## src/hdl/srf_delay.sv

```systemverilog
// Delay line for side data and valid bits, advancing on enable.
`timescale 1ns / 1ps
module srf_delay #(
  parameter int W = 8,
  parameter int D = 1
) (
  input  logic         clk,
  input  logic         rst_n,
  input  logic         en,
  input  logic         vld_in,
  input  logic [W-1:0] din,
  output logic         vld_out,
  output logic [W-1:0] dout
);
  logic [W-1:0] dl_r [D];
  logic         vl_r [D];

  always_ff @(posedge clk) begin
    if (!rst_n) begin
      for (int i = 0; i < D; i++) vl_r[i] <= 1'b0;
    end else if (en) begin
      for (int i = D - 1; i > 0; i--) vl_r[i] <= vl_r[i-1];
      vl_r[0] <= vld_in;
    end
  end

  always_ff @(posedge clk) begin
    if (en) begin
      for (int i = D - 1; i > 0; i--) dl_r[i] <= dl_r[i-1];
      dl_r[0] <= din;
    end
  end

  assign vld_out = vl_r[D-1];
  assign dout    = dl_r[D-1];
endmodule

```

## config.mk

```make
export PLATFORM = sky130hd
export DESIGN_NAME = srf_delay
export DESIGN_NICKNAME = d
export VERILOG_FILES = /design/src/hdl/srf_delay.sv
export SDC_FILE = /design/constraint.sdc
export NUM_CORES = 1
export LEC_CHECK = 0
export BUFFER_PORTS_ARGS = -buffer_cell sky130_fd_sc_hd__buf_2
export CORE_AREA = 10 10 47 49
export DETAILED_ROUTE_END_ITERATION = 16
export DIE_AREA = 0 0 57 59
export GPL_ROUTABILITY_DRIVEN = 0
export PLACE_DENSITY_LB_ADDON = 0.15
export RECOVER_POWER = 50
export SYNTH_ARGS = -nofsm -noshare
export SYNTH_HDL_FRONTEND = slang
export SYNTH_SLANG_ARGS = --single-unit
```

## constraint.sdc

```tcl
create_clock -name clk -period 1.75 [get_ports clk]
set_clock_uncertainty 0.2 [all_clocks]
set_input_delay 0.0875 -clock clk [delete_from_list [all_inputs] [get_ports clk]]
set_output_delay 0.0875 -clock clk [all_outputs]
set_load 0.005 [all_outputs]
```

Word-level counts from Yosys, hierarchy flattened. Memory sizes are Yosys's and may differ from the RTL's. Index checks and enable logic that the tools add are counted.

Multiplexer cells: 7. Reduce and logical (&&, ||, !) cells: 1.

Operator list (count): 2-to-1 mux 1 bit (7); OR reduction 1 bit (1).

Memories kept: 2. Output and inout port bits: 9. Memory bits (writable): 9. Word-level logic and storage cells: 10. Flip-flop bits (word level): 0. Input port bits: 12.

Memory list: dl_r (words 1, width 8, rd ports 1, clocked after Yosys merged registers in 0, wr ports 1, RTL line 15) `logic [W-1:0] dl_r [D];`; vl_r (words 1, width 1, rd ports 1, clocked after Yosys merged registers in 0, wr ports 1, RTL line 16) `logic vl_r [D];`.

Depth between registers and ports, before layout.
Word-level depth: 5. Depth in mapped cells: 1. Mapped depth without buffers: 1.

Least setup slack after synthesis. Ideal clock, no wire load.

Path kind: in2reg. Start: input vld_in. End: memory vl_r[0], data pin. Slack: 1.059 ns. Buffers on the path: 0. Data arrival time: 0.235 ns. Required time: 1.295 ns. Stages on the path: 1. Library setup time: 0.255 ns. Cell sequence: and3_1.

Longest elaborated chain between the ends: 1.

RTL lines: start, declared (RTL line 10) `input logic vld_in,`; 2-to-1 mux 1 bit (no source line); end, declared (RTL line 16).

Every way passes these cells.

Worst setup path after layout.
Start: input en. End: memory vl_r[0], enable pin.

Longest elaborated chain between the ends: 5.

RTL lines: start, declared (RTL line 9) `input logic en,`; 2-to-1 mux 1 bit (*) (RTL line 21) `end else if (en) begin`; 2-to-1 mux 1 bit (*) (RTL line 19) `if (!rst_n) begin`; 2-to-1 mux 1 bit (implied by the code) (*) (RTL line 23) `vl_r[0] <= vld_in;`; OR reduction 1 bit (no source line); 2-to-1 mux 1 bit (no source line) (*).

Mark *: on every way between the ends. The rest lies on a longest branch, timed or not.

==> flow_metrics.tcl <==
set metrics [dict create \
    status "finished, final reports clean" \
    rsz0062_at_grt "false" \
    overflow 0 \
    wirelength_um 793 \
    fp.dieH_um 59 \
    hp-class "in -> reg" \
    drive_gt1_share_pct 39.1 \
    p_clk_share_pct 33.1 \
    routed_via_density 3.55 \
    cts.sinks 9 \
    synth_area_um2 283 \
    dpl_worst_slack_ns 0.815 \
    fin_area_um2 533 \
    cts.root.buffer_cell "clkbuf_4" \
    ant_nets 0 \
    crit_path_max_incr_delay_ns 0.53 \
    p_comb_share_pct 11.4 \
    cts_made_buffers 3 \
    wl_met2_um 305 \
    wl_met1_um 342 \
    path_cells "dlygate4sd3_1, buf_2, nand2b_1" \
    setup_violations 0 \
    synth_cell_types 3 \
    routed.top_layer "met3" \
    path_delay_family "buffers and inverters" \
    fill_cells 143 \
    drtIter0Drc 0 \
    synth_top_area_share_pct 95.6 \
    worst_pin_slew_ns 0.197 \
    fmax_ghz 0.832 \
    timing.slew.headroom_pct 86.9 \
    area_delta_synth_final_pct 88.5 \
    p_total_uw 468 \
    ys_warn_count 0 \
    io_buffers 20 \
    globalRouteTotalUtil_pct 5.16 \
    synthCells 11 \
    cts_buffer_depth 2 \
    slowest_stage "dlygate4sd3_1" \
    crit_path_max_fanout 10 \
    synth_top_area_cell "edfxtp_1" \
    dp.cells 47 \
    pwr-share-seq_pct 55.5 \
    synth_edf_count 9 \
    tritoncts "built" \
    path_class "in -> reg" \
    dominantRegCellSynth "edfxtp_1" \
    peakVddDrop_mv 0.354 \
    seq_area_frac_synth_pct 95.6 \
    ys_top_cells_by_count "9 x edfxtp_1, 1 x and3_1, 1 x nand2b_1" \
    grt_max_degree 11 \
    hold_viol_final 0 \
    synthTopCellsByArea "edfxtp_1 96%, and3_1 2.2%, nand2b_1 2.2%" \
    finalCriticalPeriod_ns 1.20 \
    num_rows 14 \
    required_ns 1.52 \
    power_density_nw_per_um2 878 \
    synth_fp_nets 23 \
    post-synth-top-count-cell "edfxtp_1" \
    fin_ws_ns 0.548 \
    vias 220 \
    drt_pass1_iterations 1 \
    ys_seq_elements 9 \
    switchingPower_uw 90.8 \
    switching_share_pct 19.4 \
    antennaDiodeCount 0 \
    drv_cap 0 \
    drc_errors 0 \
    h-tree-depth 1 \
    wl_per_cell_um 12.8 \
    p_int_uw 377 \
    worstSetupStartpointType "primary input" \
    worstPathArrival_ns 0.97 \
    drv_slew 0 \
    nNetsFinal 59 \
    grt_pass1_wl_um 1210 \
    chipWidth_um 57 \
    clkTransAtPathRegs_ns 0.06 \
    routed-wl-met3_um 144 \
    initial_core_util_pct 20.2 \
    leakage_uw 0.000223 \
    end_kind "flop" \
    ios 21 \
    crit_buf_inv 2 \
    finalNonFillerCells 62 \
    period_share_pct 68.7 \
    fin_setup_tns_ns 0 \
    async_flop_share_pct 0 \
    antenna_found_initial 0 \
    grt_pass1_vias 264 \
    placed_cell_area_um2 403 \
    fp.coreArea_um2 1400 \
    synth.avg_cell_area_um2 25.7 \
    dieArea_um2 3360 \
]
[cells in the final DEF, fill, tap and decap left out]
master	count
edfxtp_1	9
buf_2	15
dlygate4sd3_1	11
and3_1	1
clkbuf_4	3
clkbuf_1	6
nand2b_1	1
[path summary, 6_finish.rpt]
path	slack, ns	start	cells past startpoint	endpoint
setup / recovery	0.55	en	3	vl_r[0]
hold / removal	0.35	din[3]	2	dl_r[0][3]
[area by class of cell]
class,count,area [um2],area share (%)
Clock buffer,4,26.3,4.93
Timing Repair Buffer,31,204,38.3
Sequential cell,9,270,50.7
Tap cell,16,20.0,3.76
Multi-Input combinational cell,2,12.5,2.35
[sequential cells by signal, summed over array words and instances, names as in the netlist]
name  count
dl_r      8
vl_r      1
[through the flow]
stage	util [%]	hold WS, ns
after global placement	28.7	0.0654
after global routing	38.0	0.336
after detailed placement	28.7	0.0660
after CTS	38.5	0.326
final	38.0	0.346
after floorplan	-	-0.0136
[routing by layer]
layer  vias to the layer above  GRT usage [%]
met5                         -              0
met3                         0           5.15
met1                        90           5.03
met2                        18           6.36
li1                        112              -
met4                         0           4.03
[cells by family after synthesis]
| logic type | count (synthesis) | share of synthesized area, % |
|---|---|---|
| DFF | 9 | 95.6 |
| and+or+nand+nor | 2 | 4.43 |
[power by group through the flow]
stage	Sequential, uW	Combinational, uW	Clock [uW]
3_3_place_gp	264	36.6	0
2_1_floorplan	268	1.51	0
5_1_grt	261	59.7	181
4_1_cts	260	56.1	168
6_report	260	53.3	155
3_5_place_dp	264	37.6	0
[timing repair]
item	4_1_cts	5_1_grt
endpoints found under the hold margin	18	0
gates resized for setup	0	0
hold buffers	11	0
setup buffers	0	0
Note: power is estimated with default switching activity, not from simulation.
