===== src/hdl/srf_sqrt.sv =====
// Pipelined integer square root, one result bit per stage.
`timescale 1ns / 1ps
module srf_sqrt #(
  parameter int RW = 15
) (
  input  logic              clk,
  input  logic              en,
  input  logic [2*RW-2:0]   arg,
  output logic [RW-1:0]     root
);
  localparam int IW = 2 * RW;

  logic [IW-1:0] v_r   [RW];
  logic [IW-1:0] res_r [RW];

  for (genvar s = 0; s < RW; s++) begin : g_stg
    localparam int SH = 2 * (RW - 1 - s);
    logic [IW-1:0] vi;
    logic [IW-1:0] ri;
    logic [IW-1:0] bt;
    logic [IW-1:0] t;

    if (s == 0) begin : g_first
      assign vi = IW'(arg);
      assign ri = '0;
    end else begin : g_rest
      assign vi = v_r[s-1];
      assign ri = res_r[s-1];
    end

    always_comb begin
      bt = IW'(1) << SH;
      t  = ri + bt;
    end

    always_ff @(posedge clk) begin
      if (en) begin
        if (vi >= t) begin
          v_r[s]   <= vi - t;
          res_r[s] <= (ri >> 1) + bt;
        end else begin
          v_r[s]   <= vi;
          res_r[s] <= ri >> 1;
        end
      end
    end
  end

  assign root = res_r[RW-1][RW-1:0];
endmodule

===== config.mk =====
export PLATFORM = sky130hd
export DESIGN_NAME = srf_sqrt
export DESIGN_NICKNAME = d
export VERILOG_FILES = /design/src/hdl/srf_sqrt.sv
export SDC_FILE = /design/constraint.sdc
export NUM_CORES = 1
export LEC_CHECK = 0
export BUFFER_PORTS_ARGS = -buffer_cell sky130_fd_sc_hd__buf_2
export CORE_MARGIN = 8
export CORE_UTILIZATION = 57
export DETAILED_ROUTE_END_ITERATION = 8
export GPL_ROUTABILITY_DRIVEN = 0
export PLACE_DENSITY = 0.82
export SYNTH_ARGS = -nofsm -noshare
export SYNTH_HDL_FRONTEND = slang
export SYNTH_SLANG_ARGS = --single-unit

===== constraint.sdc =====
create_clock -name clk -period 2.8 [get_ports clk]
set_clock_uncertainty 0.05 [all_clocks]
set_input_delay 0.42 -clock clk [delete_from_list [all_inputs] [get_ports clk]]
set_output_delay 0.42 -clock clk [all_outputs]
set_load 0.005 [all_outputs]

Word-level counts from Yosys, hierarchy flattened. Memories as Yosys holds them, arrays and structs flattened. Cells that the tools add are included.

Muxes and demuxes: 120. $add $sub $neg: 43. Magnitude comparators: 15. Bitwise logic cells: 30.

Operator list (number): 30-bit 2-to-1 mux (30); 30-bit >= comparator (14); 30-bit subtractor (14); 1-bit 2-to-1 mux (90); 29-bit by 1-bit adder with 30-bit output, second input constant (1); 29-bit by 11-bit adder with 30-bit output, second input constant (1); 29-bit by 13-bit adder with 30-bit output, second input constant (1); 29-bit by 15-bit adder with 30-bit output, second input constant (1); 29-bit by 17-bit adder with 30-bit output, second input constant (1); 29-bit by 19-bit adder with 30-bit output, second input constant (1); 29-bit by 21-bit adder with 30-bit output, second input constant (1); 29-bit by 23-bit adder with 30-bit output, second input constant (1); 29-bit by 25-bit adder with 30-bit output, second input constant (1); 29-bit by 27-bit adder with 30-bit output, second input constant (1); 29-bit by 3-bit adder with 30-bit output, second input constant (1); 29-bit by 5-bit adder with 30-bit output, second input constant (1); 29-bit by 7-bit adder with 30-bit output, second input constant (1); 29-bit by 9-bit adder with 30-bit output, second input constant (1); 30-bit by 1-bit adder with 30-bit output, second input constant (1); 30-bit by 11-bit adder with 30-bit output, second input constant (1); 30-bit by 13-bit adder with 30-bit output, second input constant (1); 30-bit by 15-bit adder with 30-bit output, second input constant (1); 30-bit by 17-bit adder with 30-bit output, second input constant (1); 30-bit by 19-bit adder with 30-bit output, second input constant (1); 11 further kinds (40).

Bits in writable memories: 900. Bits in registers: 0. Input port bits: 31. Memories kept: 2. Word-level logic and storage cells: 210. Output and inout port bits: 15.

Memory list: res_r (depth 15, bits a word 30, read ports 15, clocked after Yosys merged registers in 0, wr ports 15, RTL line 14) `logic [IW-1:0] res_r [RW];`; v_r (depth 15, bits a word 30, read ports 14, clocked after Yosys merged registers in 0, wr ports 15, RTL line 13) `logic [IW-1:0] v_r [RW];`.

Logic depth before layout (Yosys ltp). An unclocked memory read counts as a cell.

Word-level depth: 7. Depth in mapped cells: 13.

Worst setup path after synthesis. OpenSTA, ideal clock, no wires.

Path kind: flip-flop to flip-flop. From: mem v_r[1][124] in the netlist's numbering. To: mem v_r[1][176] in the netlist's numbering (data pin). Setup slack: 0.125 ns. Arrival time: 2.364 ns. Clock period less this slack: 2.675 ns. Buffers on the path: 1. Data required time: 2.490 ns. Stages on the path, launching flop included: 11. Library setup time: 0.260 ns. Cells stage by stage: edfxtp_1 -> ha_1 -> nor2b_1 -> o31a_1 -> o2111ai_1 -> and2_1 -> buf_4 -> o211ai_1 -> or4b_1 -> nor2_1 -> xor2_1.

RTL lines (RTL line): from (decl) (13).

==> flow_metrics.tcl <==
set metrics [dict create \
    p_leak_nw 11.28 \
    synth_warnings 0 \
    clock-root-buffer "clkbuf_16" \
    clock-sinks 540 \
    synth_area_leader_cell "edfxtp_1" \
    rows 77 \
    post-route-util_pct 68.20 \
    via_per_inst 5.959 \
    required_ns 3.09 \
    synth_top_family_by_area "simple AND/OR/NAND/NOR gates" \
    fp.coreArea_mm2 0.04412 \
    routed_wl_mm 56.57 \
    outcome "complete, but fails checks" \
    fmax_mhz 350.1 \
    drtAntennaViolNets 0 \
    finalCritPeriodShare_pct 102.0 \
    end_kind "register" \
    path_max_fanout 5 \
    htreeDepth 2 \
    fin_nets 2364 \
    vdd_drop_max_mv 0.6303 \
    synth-main-ff-cell "edfxtp_1" \
    die_w_um 227.4 \
    final.fill_count 2791 \
    synth_edf_count 540 \
    total_power_w 0.02115 \
    drive_above_1_share_pct 18.32 \
    holdPathStages 2 \
    setup_viol 5 \
    first_pass_iters 6 \
    finalWorstSetupSlack_ns -0.05620 \
    worstSetupPathType "reg -> reg" \
    wl_per_cell_um 19.95 \
    io_pins 46 \
    hold_viol 0 \
    drt_iter0_markers 1523 \
    ys_ff_latch 540 \
    initial_core_util_pct 57.73 \
    placed_cell_area_mm2 0.02710 \
    rsz0062_at_grt "yes" \
    synth_area_mm2 0.02547 \
    synth_top_area_share_pct 63.66 \
    cp_data_arrival_time_ns 3.15 \
    synth_common_cells "edfxtp_1 (540), inv_1 (150), nor2_1 (136)" \
    tritoncts "done" \
    syn2layout_area_growth_pct 18.15 \
    overflow 0 \
    ys_top_cells_by_area "edfxtp_1 (64%), ha_1 (6.4%), xnor2_1 (3.1%)" \
    synth_mux_area_share_pct 0.7368 \
    synth_compound_area_share_pct 8.306 \
    clock_latency_ns 0.63 \
    grt_usage_pct 21.02 \
    syn-num-nets 2140 \
    clk_pin_slew_ns 0.06 \
    power.density_mw_per_mm2 702.8 \
    grt_pass1_vias 17170 \
    antenna_cells 0 \
    detail_route.drc_violations 0 \
    synth_xor_area_share_pct 5.502 \
    drv_cap 0 \
    grt_max_degree 172 \
    hpwl_mm 36.56 \
    synthAdderAreaFrac_pct 6.435 \
    synth.avg_cell_area_um2 12.88 \
    port-buffer-count 45 \
    finalInstanceArea_mm2 0.03010 \
    min_path_type "in -> reg" \
    antenna_found_initial 0 \
    slew_viol_final 0 \
    violations "negative setup slack" \
    syn_inst 1978 \
    ys_seq_area_share_pct 63.66 \
    yosys.area_share.simple_pct 12.29 \
    vias 16900 \
    fin_crit_ns 2.856 \
    hold_slack_ns 0.05692 \
    ys_types 77 \
    grt_pass1_wl_mm 85.77 \
    synthArstFlopShare_pct 0 \
    worstSetupStartpointType "register" \
    worst_pin_slew_ns 1.010 \
    cts_buffers 53 \
    die_h_um 227.4 \
    reg2reg_depth 12 \
    slew_headroom_pct 32.70 \
    r2r_setup_slack_ns -0.06 \
    yosysMostFrequentCell "edfxtp_1" \
    dieArea_mm2 0.05171 \
    clockBufferDepth 3 \
]
==> kinds of logic (layout without fill, tap and decap cells) <==
family,Yosys count,after routing
and+or+nand+nor,594,594
xor gates and xnor gates,160,160
AOI/OAI and AO/OA,341,341
adders and majority gates,131,131
buffers and inverters,195,461
muxes,17,17
DFF,540,540
==> registers in the layout (all words and copies together) (netlist names) <==
register and flops:
v_r 420, res_r 120
==> metrics by stage <==
stage,TNS [ns],cells,worst slack (ns)
2_1_floorplan,0,1978,0.1252
3_3_place_gp,-0.04195,2682,-0.02663
3_5_place_dp,-0.9349,2682,-0.1536
4_1_cts,-0.03111,2809,-0.03111
5_1_grt,-2.223,2836,-0.1541
6_report,-0.1615,2836,-0.05620
==> where the power goes <==
part / internal, W / switching (W)
clock network: 0.00378 / 0.00312
logic: 0.00163 / 0.00194
registers: 0.0100 / 0.000655
==> per-layer routing <==
| layer | share of wire (%) | track usage, % |
|---|---|---|
| met4 | 5.6 | 11.42 |
| met1 | 34 | 19.56 |
| met2 | 56 | 42.62 |
| met3 | 4.4 | 3.298 |
| met5 | 0 | 0 |
==> cells in the final DEF, fill, tap and decap left out, drive strengths merged, types with 60 or more instances in the layout <==
cell type    n
a21oi      106
buf        185
clkbuf      60
edfxtp     540
ha         131
inv        152
nand2      124
nor2       136
nor3        65
o21ai       97
xnor2       89
xor2        71
==> what timing repair did <==
item / in CTS / in global routing
cloned: 0 / 0
resized for setup: 22 / 133
buffers inserted: 2 / 28
endpoints found under the hold margin: 28 / 0
hold buffers: 28 / 0
endpoints found under the setup margin: 29 / 113
pin swaps: 5 / 56
==> final timing paths <==
path | end | start
setup / recovery | v_r[1][144] | v_r[1][98]
hold reg to reg | res_r[1][103] | res_r[1][74]
setup reg to reg | v_r[1][144] | v_r[1][98]
hold / removal | v_r[0][28] | arg[28]
==> area by class of cell <==
cell class	instances	area, um2	area share (%)
Inverter	151	566.8	1.883
Tap cell	592	740.7	2.461
Multi-Input combinational cell	1243	9275	30.82
Sequential cell	540	16220	53.88
Timing Repair Buffer	213	1619	5.380
Clock inverter	37	325.3	1.081
Clock buffer	60	1353	4.494
==> worst max-delay path: stages, from the launching register on <==
cell      delay (ns)
edfxtp_1        0.44
ha_4            0.33
o21a_1          0.13
o31a_1          0.27
o31ai_1         0.11
buf_4           0.16
o311ai_4        0.27
nand4_1         0.20
buf_4           0.18
buf_4           0.12
nor2_1          0.10
nand2_1         0.09
xnor2_1         0.13
(Power assumes the default switching activity.)
