$ cat src/hdl/srf_div.sv
// Pipelined restoring divider, one quotient bit per stage, with overflow flag.
`timescale 1ns / 1ps
module srf_div #(
  parameter int NUM_W = 30,
  parameter int DEN_W = 14,
  parameter int Q_W   = 28
) (
  input  logic             clk,
  input  logic             en,
  input  logic [NUM_W-1:0] num,
  input  logic [DEN_W-1:0] den,
  output logic [Q_W-1:0]   q,
  output logic             rem_nz,
  output logic             ovf
);
  localparam int CW = ((NUM_W > DEN_W + Q_W) ? NUM_W : DEN_W + Q_W) + 1;

  logic [NUM_W-1:0] rem_r [Q_W];
  logic [DEN_W-1:0] den_r [Q_W];
  logic [Q_W-1:0]   q_r   [Q_W];
  logic             ovf_r [Q_W];

  for (genvar s = 0; s < Q_W; s++) begin : g_stg
    localparam int B = Q_W - 1 - s;
    logic [NUM_W-1:0] ri;
    logic [DEN_W-1:0] di;
    logic [Q_W-1:0]   qi;
    logic             oi;
    logic [CW-1:0]    r_ext;
    logic [CW-1:0]    sh;
    logic             ge;

    if (s == 0) begin : g_first
      assign ri = num;
      assign di = den;
      assign qi = '0;
      assign oi = (CW'(num) >= (CW'(den) << Q_W));
    end else begin : g_rest
      assign ri = rem_r[s-1];
      assign di = den_r[s-1];
      assign qi = q_r[s-1];
      assign oi = ovf_r[s-1];
    end

    always_comb begin
      r_ext = CW'(ri);
      sh    = CW'(di) << B;
      ge    = (r_ext >= sh);
    end

    always_ff @(posedge clk) begin
      if (en) begin
        rem_r[s] <= ge ? NUM_W'(r_ext - sh) : ri;
        den_r[s] <= di;
        q_r[s]   <= qi | (Q_W'(ge) << B);
        ovf_r[s] <= oi;
      end
    end
  end

  assign q      = q_r[Q_W-1];
  assign rem_nz = |rem_r[Q_W-1];
  assign ovf    = ovf_r[Q_W-1];
endmodule

$ cat config.mk
export PLATFORM = sky130hd
export DESIGN_NAME = srf_div
export DESIGN_NICKNAME = d
export VERILOG_FILES = /design/src/hdl/srf_div.sv
export SDC_FILE = /design/constraint.sdc
export NUM_CORES = 2
export LEC_CHECK = 0
export ABC_CLOCK_PERIOD_IN_PS = 3300
export BUFFER_PORTS_ARGS = -buffer_cell sky130_fd_sc_hd__buf_2
export CORE_MARGIN = 4
export CORE_UTILIZATION = 59
export CTS_BUF_LIST = sky130_fd_sc_hd__clkbuf_4
export CTS_CLUSTER_DIAMETER = 30
export DETAILED_ROUTE_END_ITERATION = 12
export PLACE_DENSITY = 0.78
export RECOVER_POWER = 100
export SYNTH_ARGS = -nofsm -noshare
export SYNTH_HDL_FRONTEND = slang
export SYNTH_SLANG_ARGS = --single-unit
$ cat constraint.sdc
create_clock -name clk -period 3.3 [get_ports clk]
set_input_delay 0.495 -clock clk [delete_from_list [all_inputs] [get_ports clk]]
set_output_delay 0.495 -clock clk [all_outputs]
set_load 0.01 [all_outputs]
Yosys cells after proc, flatten, opt, wreduce, memory -nomap -nowiden
Memories as Yosys holds them, arrays and structs flattened.
Cells that the tools add are included.
{"block": "op_classes", "n_lt_le_gt_ge": 29, "reduce_logical": 1, "addsub": 28, "muxes": 30, "n_bitwise": 27}
{"cell": "$mux W30", "n": 28}
{"cell": "$sub A30 B30 Y30", "n": 12}
{"cell": "$ge A30 B42 Y1", "n": 1}
{"cell": "$ge A30 B41 Y1", "n": 1}
{"cell": "$ge A30 B40 Y1", "n": 1}
{"cell": "$ge A30 B39 Y1", "n": 1}
{"cell": "$ge A30 B38 Y1", "n": 1}
{"cell": "$ge A30 B37 Y1", "n": 1}
{"cell": "$ge A30 B36 Y1", "n": 1}
{"cell": "$ge A30 B35 Y1", "n": 1}
{"cell": "$ge A30 B34 Y1", "n": 1}
{"cell": "$ge A30 B33 Y1", "n": 1}
{"cell": "$ge A30 B32 Y1", "n": 1}
{"cell": "$ge A30 B31 Y1", "n": 1}
{"cell": "$ge A30 B14 Y1", "n": 1}
{"cell": "$ge A30 B15 Y1", "n": 1}
{"cell": "$ge A30 B16 Y1", "n": 1}
{"cell": "$ge A30 B17 Y1", "n": 1}
{"cell": "$ge A30 B18 Y1", "n": 1}
{"cell": "$ge A30 B19 Y1", "n": 1}
{"cell": "$ge A30 B20 Y1", "n": 1}
{"cell": "$ge A30 B21 Y1", "n": 1}
{"cell": "$ge A30 B22 Y1", "n": 1}
{"cell": "$ge A30 B23 Y1", "n": 1}
{"cell": "52 further kinds", "n": 53}
{"block": "totals", "wordCells": 119, "mem_count": 4, "ramBits": 2044, "out_inout_bits": 30, "reg_bits": 0}
{"memory": "rem_r", "depth": 28, "width": 30, "read_ports": 28, "rd_clocked_by_memory_dff": 0, "wr": 28, "line": "18", "rtl": "logic [NUM_W-1:0] rem_r [Q_W];"}
{"memory": "q_r", "depth": 28, "width": 28, "read_ports": 28, "rd_clocked_by_memory_dff": 0, "wr": 28, "line": "20", "rtl": "logic [Q_W-1:0] q_r [Q_W];"}
{"memory": "den_r", "depth": 28, "width": 14, "read_ports": 27, "rd_clocked_by_memory_dff": 0, "wr": 28, "line": "19", "rtl": "logic [DEN_W-1:0] den_r [Q_W];"}
{"memory": "ovf_r", "depth": 28, "width": 1, "read_ports": 28, "rd_clocked_by_memory_dff": 0, "wr": 28, "line": "21", "rtl": "logic ovf_r [Q_W];"}

Depth between registers and ports, before layout
An unclocked memory read counts as a cell.
{"block": "depth", "ltp_word": 3, "depth_mapped": 14, "depth_no_buf": 13}

Worst setup path before layout
Ideal clock, no wire load.
{"block": "synth_timing", "path_kind": "register to register", "startpoint": "memory den_r[9][0], in the netlist den_r[0][126]", "endpoint": "memory rem_r[10][25], in the netlist rem_r[0][325] (data pin)", "path_slack_ns": 0.229, "path_stages_with_launch": 11, "arrival_time_ns": 2.811, "period_less_slack_ns": 3.071, "path_buffers": 1, "path_cell_list": "edfxtp_1 -> ha_1 -> fa_1 -> nand2b_1 -> a21boi_0 -> o21ai_0 -> a21boi_0 -> o2111ai_1 -> a21oi_1 -> clkbuf_1 -> mux2_2"}
{"item": "start: declaration", "line": "19"}
{"item": "end: declaration", "line": "18"}

==> results.yml <==
final_layout:
  stdcell_area_sq_mm: 0.08235
  regArea_sq_mm: 0.04961
  filler_cell_count: 8229
  multi_input_comb_area_sq_mm: 0.02158
  area_delta_synth_final_pct: 13.05
  design.final.nets: 6193
  final_layout_size_suffix_gt1_frac: 0.1543
detailed_routing:
  avgViaCountPerCell: 5.769
  dr_total_vias: 44448
  first_iter_violations: 4228
  met2WireLength_um: 72910
  drt_pre_antenna_iters: 6
  met1Wirelength_um: 58390
  wl_per_cell_um: 19.15
  route.detailed.drc: 0
  met3_wirelength_um: 11240
  antenna_left: 0
  routed.top_layer: "met5"
  routed_wirelength_um: 147500
power_and_ir_drop:
  power_per_cell_area_mw_per_mm2: 718.2
  total_leakage_power_nw: 31.09
  power.ir.vdd_worst_mv: 0.4518
floorplan:
  std_cell_rows: 128
  die_area_sq_mm: 0.1292
  start_util: 0.5961
  die_width_um: 359.4
  core_sq_mm: 0.1222
  io-pin-count: 76
  die_y_um: 359.4
cts:
  worst_skew_pair.late_latency_ps: 1240
  clk_pin_slew_worst_paths_ps: 80
  cts_made_buffers: 421
  htreeDepth: 5
  clock_sinks: 1652
  tritoncts: "built"
  clockRootBuffer: "clkbuf_4"
  clk_path_buf_depth: 4
sta:
  rsz0062_at_grt: "yes"
  fin_setup_tns_ps: 0
  worst_pin_slew_ps: 2360
  finalHoldViolations: 0
  timing.max_slew.rel_slack: -0.5736
  timing.fmax_ghz: 0.3100
  finalMaxSlewViolations: 62
  clock-skew-final_ps: 118.9
  minimum_clock_period_ps: 3226
  min_period_over_period: 0.9775
  report.final.setup_viol: 0
synth:
  synth.ff_latch_count: 1652
  synth_cell_types: 91
  synthesis.nets: 5524
  yosysTopAreaCell: "edfxtp_1"
  synth_top_flop_cell: "edfxtp_1"
  post_synth_instance_area_sq_mm: 0.07284
  synth.area.top_cells: "edfxtp_1 (68%), ha_1 (5.6%), inv_1 (2.2%)"
  synth.avg_cell_area_sq_um: 14.22
  synth_enable_flop_cells: 1652
  synthDominantCellAreaShare: 0.6810
  asyncSetResetFlopFracSynth: 0
  ys.warnings.count: 0
  seq_area_frac_synth: 0.6810
  synthesis.instances: 5122
global_route:
  grt_first_pass_wirelength_um: 233600
  first_global_vias: 44611
  antenna_violations_before_repair: 5
  global_route.usage.total: 0.2263
  gr-total-overflow: 0
  grt_start_max_net_pins: 102
status:
  outcome: "complete, but fails checks"
  failing_checks: "max-capacitance violations, max-slew violations"
worst_setup_path:
  critical_path_destination: "rem_r[0][263]"
  worstReg2RegStart: "den_r[0][98]"
  worstPathRequired_ps: 4250
  setup.worst_path.class: "reg2reg"
  start_kind: "register"
  crit_path_start: "den_r[0][98]"
  endpoint_kind: "register"
  critPathMaxFanout: 11
  worstReg2RegEnd: "rem_r[0][263]"
  worst_ep_arrival_time_ps: 4180
  timing.reg2reg.worst_path_depth: 11
  timing.reg2reg.setup_slack_ps: 70
place:
  globalplace.congestion: 0.9147
  io_buffers: 75
  placedInstanceArea_sq_mm: 0.07643
  dp_hpwl_um: 100500
hold_path:
  type_of_the_tightest_min_delay_check: "in2reg"
flow_run:
  max-cap-violations: 1
per-stage QoR:
step	setup WS [ps]	total power, mW	hold slack, ps	std cells	util
final	74.18	59.14	237.6	7705	0.6739
after global routing	-35.97	62.63	106.1	7705	0.6739
after CTS	4.203	59.26	60.13	7693	0.6755
after detailed placement	-37.68	42.05	404.5	6901	0.6255
after global placement	4.508	41.55	400.7	6901	0.6255
after floorplan	229.2	38.09	400.3	5122	-
cells in the mapped netlist (8+ instances only):
master        n
edfxtp_1   1652
inv_1       433
ha_1        328
nand2_1     298
o21ai_0     259
nor2_1      255
a21oi_1     233
xnor2_1     172
xor2_1      171
nor3_1      127
nor4_1      115
mux2_2      108
a21o_1       96
nand3_1      64
nor2b_1      64
nand4_1      62
nand2b_1     59
clkbuf_1     52
o31ai_1      39
o21a_1       38
or3_1        37
a211oi_1     30
fa_1         28
mux2i_1      28
a31oi_1      27
or4_1        25
nor4b_1      21
o21bai_1     21
a21boi_0     18
or2_2        18
and3_1       15
o2111ai_1    15
nand4b_1     14
and2_1       13
o31a_1       12
a211o_1      11
o211ai_1     11
and4_1       10
a2111oi_0     9
nand3b_1      9
nor3b_1       8
o41ai_1       8
cell usage in the layout, fill, tap and decap left out, types with 38 or more instances in the layout:
cell,n
a21o_1,96
a21oi_1,232
buf_4,82
clkbuf_1,90
clkbuf_4,587
clkinv_1,87
dlygate4sd3_1,87
edfxtp_1,1652
ha_1,328
inv_1,433
mux2_2,108
nand2_1,298
nand2b_1,59
nand3_1,64
nand4_1,62
nor2_1,255
nor2b_1,64
nor3_1,123
nor4_1,109
o21a_1,38
o21ai_0,254
xnor2_1,172
xor2_1,171
critical path: stages, from the launching register on:
cell and delay, ps:
edfxtp_1 480, ha_1 270, fa_1 400, nor2b_1 130, o21a_1 130, o21ai_0 100
a21oi_1 290, o211a_1 220, o21ai_0 90, a21boi_1 180, buf_4 240, mux2_2 380
flip-flops by register name, summed over array words and instances, names as in the netlist:
signal  cells
den_r     378
ovf_r      28
q_r       406
rem_r     840
worst min-delay path by stage:
stage / start / to / slack (ps) / depth (start not counted)
finish: num[27] / rem_r[0][27] / 240 / 4
global route: num[27] / rem_r[0][27] / 110 / 4
CTS: num[27] / rem_r[0][27] / 60 / 4
detailed placement: q_r[0][272] / q_r[0][300] / 400 / 0
global placement: q_r[1][181] / q_r[1][209] / 400 / 0
floorplan: ovf_r[9] / ovf_r[10] / 400 / 0
logic make-up after synthesis:
kind of cell | after synthesis | share of synthesized area
buffers and inverters | 497 | 0.02604
adders and majority gates | 356 | 0.06403
and+or+nand+nor | 1238 | 0.08775
AOI/OAI and AO/OA | 900 | 0.07937
xor gates and xnor gates | 343 | 0.04124
DFF | 1652 | 0.6810
muxes | 136 | 0.02054
what timing repair did:
item	CTS	global route
endpoints found under the hold margin	642	0
setup endpoints to repair	14	99
gates resized for setup	6	45
hold buffers	87	0
gates cloned	0	1
buffers inserted	0	4
pin swaps	2	11
routing by layer:
metal  track usage  vias to the layer above
met5             0                        -
met2        0.3826                     1810
met1        0.2824                    21269
met4       0.09433                        2
met3       0.05232                      423
li1              -                    20944
cell type report:
class,instances,area share
well taps,1625,0.02469
clock inverters,125,0.01061
multi-input cells,2974,0.2621
diodes,7,0.0002127
clock buffers,580,0.05288
flip-flops and latches,1652,0.6024
repair buffers,307,0.02729
inverters,435,0.01983
power breakdown:
group	total (mW)	internal [mW]	switching (mW)
registers	28.7	26.8	1.88
clock network	17.0	9.17	7.84
logic	13.4	5.92	7.52
(Power assumes the default switching activity.)
